<file path="src/rtl/tlfr_pkg.sv">
`default_nettype none

package tlfr_pkg;

  localparam int BYTE_W          = 8;
  localparam int IDX_W           = 10;
  localparam int LEN_W           = 16;
  localparam int KIND_W          = 2;
  localparam int OUT_TDATA_W     = 40;
  localparam int CFG_IDX_W       = 1;
  localparam int MAX_PAYLOAD_DEF = 1024;

  typedef enum logic [CFG_IDX_W-1:0] {
    REG_TAG_FIRST  = 1'b0,
    REG_TAG_SECOND = 1'b1
  } cfg_reg_t;

  typedef enum logic [1:0] {
    PH_HUNT = 2'd0,
    PH_LEN  = 2'd1,
    PH_DATA = 2'd2
  } phase_t;

  typedef enum logic [KIND_W-1:0] {
    KIND_HEADER   = 2'd0,
    KIND_PAYLOAD  = 2'd1,
    KIND_OVERFLOW = 2'd2
  } kind_t;

  typedef struct packed {
    kind_t              kind;
    logic [BYTE_W-1:0]  payload_byte;
    logic [IDX_W-1:0]   byte_index;
    logic [LEN_W-1:0]   frame_length;
    logic               last;
  } result_t;

endpackage

`default_nettype wire

</file>
<file path="src/rtl/tlfr_in_stage.sv">
`default_nettype none

module tlfr_in_stage (
  input  wire logic                        clk,
  input  wire logic                        rst_n,
  input  wire logic                        in_tvalid,
  output logic                             in_tready,
  input  wire logic [tlfr_pkg::BYTE_W-1:0] in_byte,
  input  wire logic                        advance,
  output logic                             held_valid,
  output logic [tlfr_pkg::BYTE_W-1:0]      held_byte
);
  import tlfr_pkg::*;

  logic              valid_r;
  logic              valid_nxt;
  logic [BYTE_W-1:0] byte_r;

  // The stage takes a new request whenever it is empty or is being drained.
  assign in_tready = !valid_r || advance;
  assign valid_nxt = in_tready ? in_tvalid : valid_r;

  always_ff @(posedge clk) begin
    if (!rst_n) begin
      valid_r <= 1'b0;
    end else begin
      valid_r <= valid_nxt;
    end
  end

  always_ff @(posedge clk) begin
    if (in_tvalid && in_tready) begin
      byte_r <= in_byte;
    end
  end

  assign held_valid = valid_r;
  assign held_byte  = byte_r;

endmodule

`default_nettype wire

</file>
<file path="src/rtl/tlfr_parser.sv">
`default_nettype none

module tlfr_parser #(
  parameter int MAX_PAYLOAD = tlfr_pkg::MAX_PAYLOAD_DEF
) (
  input  wire logic                        clk,
  input  wire logic                        rst_n,
  input  wire logic [tlfr_pkg::BYTE_W-1:0] rx_byte,
  input  wire logic [tlfr_pkg::BYTE_W-1:0] tag_first,
  input  wire logic [tlfr_pkg::BYTE_W-1:0] tag_second,
  input  wire logic                        step,
  output logic                             has_result,
  output tlfr_pkg::result_t                res
);
  import tlfr_pkg::*;

  localparam int POS_W = $clog2(MAX_PAYLOAD + 1);
  localparam int CMP_W = (POS_W > LEN_W) ? POS_W + 1 : LEN_W + 1;
  localparam int IXE_W = (POS_W > IDX_W) ? POS_W : IDX_W;
  localparam logic [POS_W-1:0] MAX_POS = POS_W'(MAX_PAYLOAD);

  phase_t             phase_r, phase_nxt;
  logic               matched_r, matched_nxt;
  logic               low_seen_r, low_seen_nxt;
  logic [BYTE_W-1:0]  low_byte_r, low_byte_nxt;
  logic [LEN_W-1:0]   exp_len_r, exp_len_nxt;
  logic [POS_W-1:0]   pos_r, pos_nxt;

  logic [LEN_W-1:0]   new_len;
  logic [CMP_W-1:0]   pos_inc_ext;
  logic [CMP_W-1:0]   len_ext;
  logic [IXE_W-1:0]   pos_idx_ext;
  logic               payload_done;

  assign new_len      = {rx_byte, low_byte_r};
  assign pos_inc_ext  = CMP_W'(pos_r) + CMP_W'(1);
  assign len_ext      = CMP_W'(exp_len_r);
  assign payload_done = (pos_inc_ext == len_ext);
  assign pos_idx_ext  = IXE_W'(pos_r);

  always_comb begin
    phase_nxt    = phase_r;
    matched_nxt  = matched_r;
    low_seen_nxt = low_seen_r;
    low_byte_nxt = low_byte_r;
    exp_len_nxt  = exp_len_r;
    pos_nxt      = pos_r;
    has_result   = 1'b0;
    res          = '{kind: KIND_HEADER, payload_byte: '0, byte_index: '0,
                     frame_length: exp_len_r, last: 1'b0};
    case (phase_r)
      PH_LEN: begin
        if (!low_seen_r) begin
          low_byte_nxt = rx_byte;
          low_seen_nxt = 1'b1;
        end else begin
          has_result       = 1'b1;
          exp_len_nxt      = new_len;
          low_seen_nxt     = 1'b0;
          pos_nxt          = '0;
          res.frame_length = new_len;
          if (new_len == '0) begin
            // An empty frame completes at its header.
            res.last    = 1'b1;
            phase_nxt   = PH_HUNT;
            matched_nxt = 1'b0;
          end else begin
            phase_nxt = PH_DATA;
          end
        end
      end
      PH_DATA: begin
        has_result = 1'b1;
        if (pos_r >= MAX_POS) begin
          res.kind     = KIND_OVERFLOW;
          phase_nxt    = PH_HUNT;
          matched_nxt  = 1'b0;
          low_seen_nxt = 1'b0;
          pos_nxt      = '0;
        end else begin
          res.kind         = KIND_PAYLOAD;
          res.payload_byte = rx_byte;
          res.byte_index   = pos_idx_ext[IDX_W-1:0];
          res.last         = payload_done;
          pos_nxt          = pos_r + POS_W'(1);
          if (payload_done) begin
            phase_nxt    = PH_HUNT;
            matched_nxt  = 1'b0;
            low_seen_nxt = 1'b0;
            pos_nxt      = '0;
          end
        end
      end
      default: begin
        phase_nxt = PH_HUNT;
        if (!matched_r) begin
          matched_nxt = (rx_byte == tag_first);
        end else if (rx_byte == tag_second) begin
          matched_nxt  = 1'b0;
          low_seen_nxt = 1'b0;
          phase_nxt    = PH_LEN;
        end else begin
          // A wrong second byte may itself start a new tag.
          matched_nxt = (rx_byte == tag_first);
        end
      end
    endcase
  end

  always_ff @(posedge clk) begin
    if (!rst_n) begin
      phase_r    <= PH_HUNT;
      matched_r  <= 1'b0;
      low_seen_r <= 1'b0;
      low_byte_r <= '0;
      exp_len_r  <= '0;
      pos_r      <= '0;
    end else if (step) begin
      phase_r    <= phase_nxt;
      matched_r  <= matched_nxt;
      low_seen_r <= low_seen_nxt;
      low_byte_r <= low_byte_nxt;
      exp_len_r  <= exp_len_nxt;
      pos_r      <= pos_nxt;
    end
  end

endmodule

`default_nettype wire

</file>
<file path="src/rtl/tlfr_out_stage.sv">
`default_nettype none

module tlfr_out_stage (
  input  wire logic                             clk,
  input  wire logic                             rst_n,
  input  wire logic                             push,
  input  wire tlfr_pkg::result_t                push_res,
  output logic                                  free,
  output logic                                  out_tvalid,
  input  wire logic                             out_tready,
  output logic [tlfr_pkg::OUT_TDATA_W-1:0]      out_tdata,
  output logic [tlfr_pkg::KIND_W-1:0]           out_tuser,
  output logic                                  out_tlast
);
  import tlfr_pkg::*;

  localparam int PACK_W = BYTE_W + IDX_W + LEN_W;

  logic    valid_r;
  logic    valid_nxt;
  result_t res_r;

  assign free      = !valid_r || out_tready;
  assign valid_nxt = free ? push : valid_r;

  always_ff @(posedge clk) begin
    if (!rst_n) begin
      valid_r <= 1'b0;
    end else begin
      valid_r <= valid_nxt;
    end
  end

  always_ff @(posedge clk) begin
    if (push && free) begin
      res_r <= push_res;
    end
  end

  assign out_tvalid = valid_r;
  assign out_tdata  = {{(OUT_TDATA_W - PACK_W){1'b0}}, res_r.frame_length,
                       res_r.byte_index, res_r.payload_byte};
  assign out_tuser  = res_r.kind;
  assign out_tlast  = res_r.last;

endmodule

`default_nettype wire

</file>
<file path="src/rtl/tagged_length_frame_receiver_unit.sv">
`default_nettype none

// Receives one byte per request and hunts for the two-byte tag set in the
// tag_first and tag_second registers, then reads a little-endian 16-bit
// length, reports a header result (kind 0) and one result per payload byte
// (kind 1) with its index; tlast marks the result that completes a frame,
// including the header of an empty frame. A payload byte arriving once the
// index has reached MAX_PAYLOAD gives an overflow result (kind 2) and the
// block returns to hunting. Bytes are taken at one per cycle unless a byte
// with a result waits for a full output register to drain; a result passes
// from the input register through the parser logic to the output register.
// Tag bytes and the low length byte are consumed without a result.
// Write the tag registers only while the block is idle.
module tagged_length_frame_receiver_unit #(
  parameter int MAX_PAYLOAD = tlfr_pkg::MAX_PAYLOAD_DEF
) (
  input  wire logic                             clk,
  input  wire logic                             rst_n,
  // in_tdata: rx_byte[7:0]
  input  wire logic                             in_tvalid,
  output logic                                  in_tready,
  input  wire logic [tlfr_pkg::BYTE_W-1:0]      in_tdata,
  // out_tdata: payload_byte[7:0], byte_index[17:8], frame_length[33:18], zeros
  // out_tuser: kind[1:0]
  output logic                                  out_tvalid,
  input  wire logic                             out_tready,
  output logic [tlfr_pkg::OUT_TDATA_W-1:0]      out_tdata,
  output logic [tlfr_pkg::KIND_W-1:0]           out_tuser,
  output logic                                  out_tlast,
  input  wire logic                             cfg_valid,
  output logic                                  cfg_ready,
  input  wire logic [tlfr_pkg::CFG_IDX_W-1:0]   cfg_index,
  input  wire logic [tlfr_pkg::BYTE_W-1:0]      cfg_data
);
  import tlfr_pkg::*;

  logic [BYTE_W-1:0] tag_first_r;
  logic [BYTE_W-1:0] tag_second_r;

  logic              held_valid;
  logic [BYTE_W-1:0] held_byte;
  logic              advance;
  logic              has_result;
  logic              out_free;
  result_t           res;

  assign cfg_ready = 1'b1;

  always_ff @(posedge clk) begin
    if (!rst_n) begin
      tag_first_r  <= '0;
      tag_second_r <= '0;
    end else if (cfg_valid && cfg_ready) begin
      case (cfg_index)
        REG_TAG_FIRST:  tag_first_r  <= cfg_data;
        REG_TAG_SECOND: tag_second_r <= cfg_data;
        default: begin
        end
      endcase
    end
  end

  // A byte without a result moves on even while the output register is full.
  assign advance = held_valid && (!has_result || out_free);

  tlfr_in_stage u_in (
    .clk        (clk),
    .rst_n      (rst_n),
    .in_tvalid  (in_tvalid),
    .in_tready  (in_tready),
    .in_byte    (in_tdata),
    .advance    (advance),
    .held_valid (held_valid),
    .held_byte  (held_byte)
  );

  tlfr_parser #(
    .MAX_PAYLOAD (MAX_PAYLOAD)
  ) u_parser (
    .clk        (clk),
    .rst_n      (rst_n),
    .rx_byte    (held_byte),
    .tag_first  (tag_first_r),
    .tag_second (tag_second_r),
    .step       (advance),
    .has_result (has_result),
    .res        (res)
  );

  tlfr_out_stage u_out (
    .clk        (clk),
    .rst_n      (rst_n),
    .push       (advance && has_result),
    .push_res   (res),
    .free       (out_free),
    .out_tvalid (out_tvalid),
    .out_tready (out_tready),
    .out_tdata  (out_tdata),
    .out_tuser  (out_tuser),
    .out_tlast  (out_tlast)
  );

endmodule

`default_nettype wire
</file>
<file path="config.mk">
export PLATFORM = sky130hd
export DESIGN_NAME = tagged_length_frame_receiver_unit
export DESIGN_NICKNAME = d
export VERILOG_FILES = /design/src/rtl/tlfr_pkg.sv /design/src/rtl/tlfr_in_stage.sv /design/src/rtl/tlfr_parser.sv /design/src/rtl/tlfr_out_stage.sv /design/src/rtl/tagged_length_frame_receiver_unit.sv
export SDC_FILE = /design/constraint.sdc
export NUM_CORES = 1
export LEC_CHECK = 0
export BUFFER_PORTS_ARGS = -buffer_cell sky130_fd_sc_hd__buf_2
export CORE_UTILIZATION = 57
export CTS_CLUSTER_SIZE = 8
export DETAILED_ROUTE_END_ITERATION = 8
export PLACE_DENSITY = 0.84
export SLEW_MARGIN = 20
export SYNTH_ARGS = -nofsm -noshare
export SYNTH_HDL_FRONTEND = slang
export SYNTH_HIERARCHICAL = 1
export SYNTH_SLANG_ARGS = --single-unit
</file>
<file path="constraint.sdc">
create_clock -name clk -period 3.35 [get_ports clk]
set_input_delay 0.5025 -clock clk [delete_from_list [all_inputs] [get_ports clk]]
set_output_delay 0.5025 -clock clk [all_outputs]
set_load 0.02 [all_outputs]
</file>
==> metrics <==
clk_lat worst skew=380 ps; Starting Density=0.589; area of the multi-input gates=between 0.002 and 0.0025 mm2; postcts setup bufs=0; Final Total Pwr=roughly 2200 uW; CTS max path bufs=2; drt wl/cell=roughly 16 um; layout cell share with drive strength beyond 1=0.207; initial antenna violation count=0; cells along the critical path=inv_1 -> ha_1 -> xor2_1 -> a2111oi_4 -> nand4_1 -> o31a_1 -> or4b_1 -> a21boi_1; status=finished clean; grt ovf=0; Post-synth EDFFs=45; unrepaired setup endpoints after global routing=no; power density cells=406 mW/mm2; n_diodes=0; Clk pin slew, worst setup/hold paths=approximately 100 ps; Routed Antenna Nets=0; fillers=687; drt pass-1 iters=5; CTS buffer count=9; Leakage Power=about 0.0021 uW; largest net degree at the start of global routing=38; Post-Syn Instances=around 480; Core ar.=roughly 0.0082 mm2; Placed Cells=612; post-CTS sizing=0; Vias=between 3k and 4k; simple-gate area share of the yosys netlist=0.192; vias in the first global route=3,198; Post-DP Area=0.00512 mm2; # hold bufs at CTS=0; Final min period=2880 ps; Compound-Gate Fraction of Synth Area=0.0985; pins over their slew limit=0; synthesized-area fraction occupied by adder cells=0.0103; share of the synthesized area in the top cell type=0.279; Root Driver=clkbuf_8; achievable frequency=348 MHz; Post-Synth XOR/XNOR Area=0.0525; Sink Count=about 100; Die Area=0.00886 mm2; Slowest-stage cell, CP=or4b_1; Chip Width=94.1 um; Worst slew margin=0.514; mux contribution to synthesized area=0.0747; Critical Path End Type=register; IO Pins=68; via density per instance=5.67; H-Tree Level Count=3; DRC=0; fin cells=about 630; I/O Buffers=60; CTS tree=yes; setup violators final=0; clock skew=17.0 ps; Crit Path Class=reg2reg; max-cap viol count=0; Register Area=0.00249 mm2; Rows=33; Unique masters post-synth=51; crit start category=register; Syn Area/Cell=10.1 um2; Layout area overhead=9.75%; sequential area share after synthesis=0.515; synth warn=6; Final TNS setup=0 ps; Total Routing Usage GR=0.235; Routability Congestion=slightly below 0.9; post-route cell area=0.00531 mm2; main combinational cell family by area after synthesis=simple AND/OR/NAND/NOR gates; CP required=3660 ps; top_reg_cell synth=dfxtp_1; total wire length=between 9000 and 10,000 um; CP Data Arrival Time=3180 ps; crit path max fanout=11; Area contributors post-synth=edfxtp_1 (28%), dfxtp_1 (24%), nand2_1 (6.6%), mux2_2 (4.0%), mux2i_1 (3.5%); hold crit path type=in2reg; drt first-iter violations=285; max incr delay on CP=560 ps; Seq cells post-synth=102; Async S/R FF share, synth=0; period utilization=0.859; Post-Syn Area=0.00484 mm2; fin util=0.646; Max IR drop VDD=roughly 0.28 mV; Die H=94.1 um; final hold vios=0; Worst-Margin Slew=between 700 and 800 ps; nets=544; hpwl dp=between 6000 and 7000 um; first-pass GRT wire length=15,600 um; Yosys top cell by area=edfxtp_1
[layout make-up]
type | instances | area share
Sequential cell | 102 | 0.469
Multi-Input combinational cell | 325 | 0.396
Timing Repair Buffer | 66 | 0.0650
Tap cell | 105 | 0.0247
Clock buffer | 9 | 0.0233
Clock inverter | 7 | 0.0120
Inverter | 14 | 0.00989
[synthesized netlist by cell type (3+ instances only)]
cell type	count
a21boi_0	19
a21oi_1	20
a31oi_1	3
and2_1	18
and3_1	4
buf_4	14
clkbuf_1	25
dfxtp_1	57
edfxtp_1	45
ha_1	4
inv_1	13
mux2_2	17
mux2i_1	17
nand2_1	85
nand3_1	19
nand4_1	7
nor2_1	9
nor2b_1	3
nor3_1	9
nor3b_1	3
nor4_1	9
o211ai_1	3
o21ai_0	11
xnor2_1	14
xor2_1	15
[flip-flops by register name (all words and copies together), names as in the netlist]
register,flops
tag_second_r,8
u_parser/phase_r,2
u_parser/matched_r,1
u_parser/pos_idx_ext,11
u_parser/low_seen_r,1
u_out/out_tvalid,1
u_in/held_valid,1
tag_first_r,8
u_in/held_byte,8
u_out/out_tlast,1
u_out/out_tuser,2
u_parser/low_byte_r,8
u_out/out_tdata,34
u_parser/exp_len_r,16
[per-layer routing]
| layer | part of all wire | vias to the layer above | global-route usage | wire [um] |
|---|---|---|---|---|
| met5 | 0 | - | 0 | 0 |
| met2 | 0.49 | 146 | 0.396 | 4920 |
| met1 | 0.43 | 1683 | 0.295 | 4230 |
| met4 | 0.018 | 0 | 0.0795 | 177 |
| li1 | - | 1721 | - | - |
| met3 | 0.062 | 12 | 0.0542 | 618 |
[cell usage in the layout (no fill, tap or decap), types with 11 or more instances in the layout]
cell type,n
mux2i_1,17
dfxtp_1,57
inv_1,13
xnor2_1,14
edfxtp_1,45
buf_2,60
nand2_1,85
o21ai_0,11
a21boi_0,19
and2_1,18
xor2_1,15
a21oi_1,20
mux2_2,17
nand3_1,19
[cell families (layout without fill, tap and decap cells)]
| family | after synthesis | count (layout) |
|---|---|---|
| xor+xnor | 29 | 29 |
| fa+ha+maj | 4 | 4 |
| other cells | 2 | 7 |
| simple gates | 181 | 181 |
| compound gates | 70 | 70 |
| mux | 34 | 34 |
| buf+inv | 56 | 96 |
| flops | 102 | 102 |
[worst paths after layout]
check / from / to / slack, ps / cells past startpoint
worst max-delay path: u_parser/pos_idx_ext[0]$_SDFFE_PN0P_ / u_parser/phase_r[0]$_SDFFE_PN0P_ / 470 / 8
worst min-delay path: in_tdata[1] / u_in/held_byte[1]$_DFFE_PP_ / 300 / 1
worst max register to register: u_parser/pos_idx_ext[0]$_SDFFE_PN0P_ / u_parser/phase_r[0]$_SDFFE_PN0P_ / 470 / 8
worst min register to register: tag_second_r[2]$_SDFFE_PN0P_ / tag_second_r[2]$_SDFFE_PN0P_ / 480 / 2
[stage by stage]
step	hold slack [ps]	worst slack (ps)
after global placement	457	595
after global routing	275	263
after CTS	291	494
final	302	473
after detailed placement	461	537
after floorplan	446	578
[worst max-delay path, delay by kind of cell, from the launching register on]
kind	cells	cell delay [ps]
AO/OA/AOI/OAI	3	940
AND/OR/NAND/NOR	2	720
XOR/XNOR	1	170
adder cells (fa/ha/maj)	1	340
buffers and inverters	1	140
flip-flops	1	500
[power breakdown]
group	leakage (uW)	internal [uW]	switching [uW]	total, uW
sequential	0.000926	1310	23.1	1330
clock	0.0000954	286	450	735
combinational	0.00104	41.1	52.2	93.3
total	0.00206	1630	525	2160
Power figures use the tool's default switching activity.
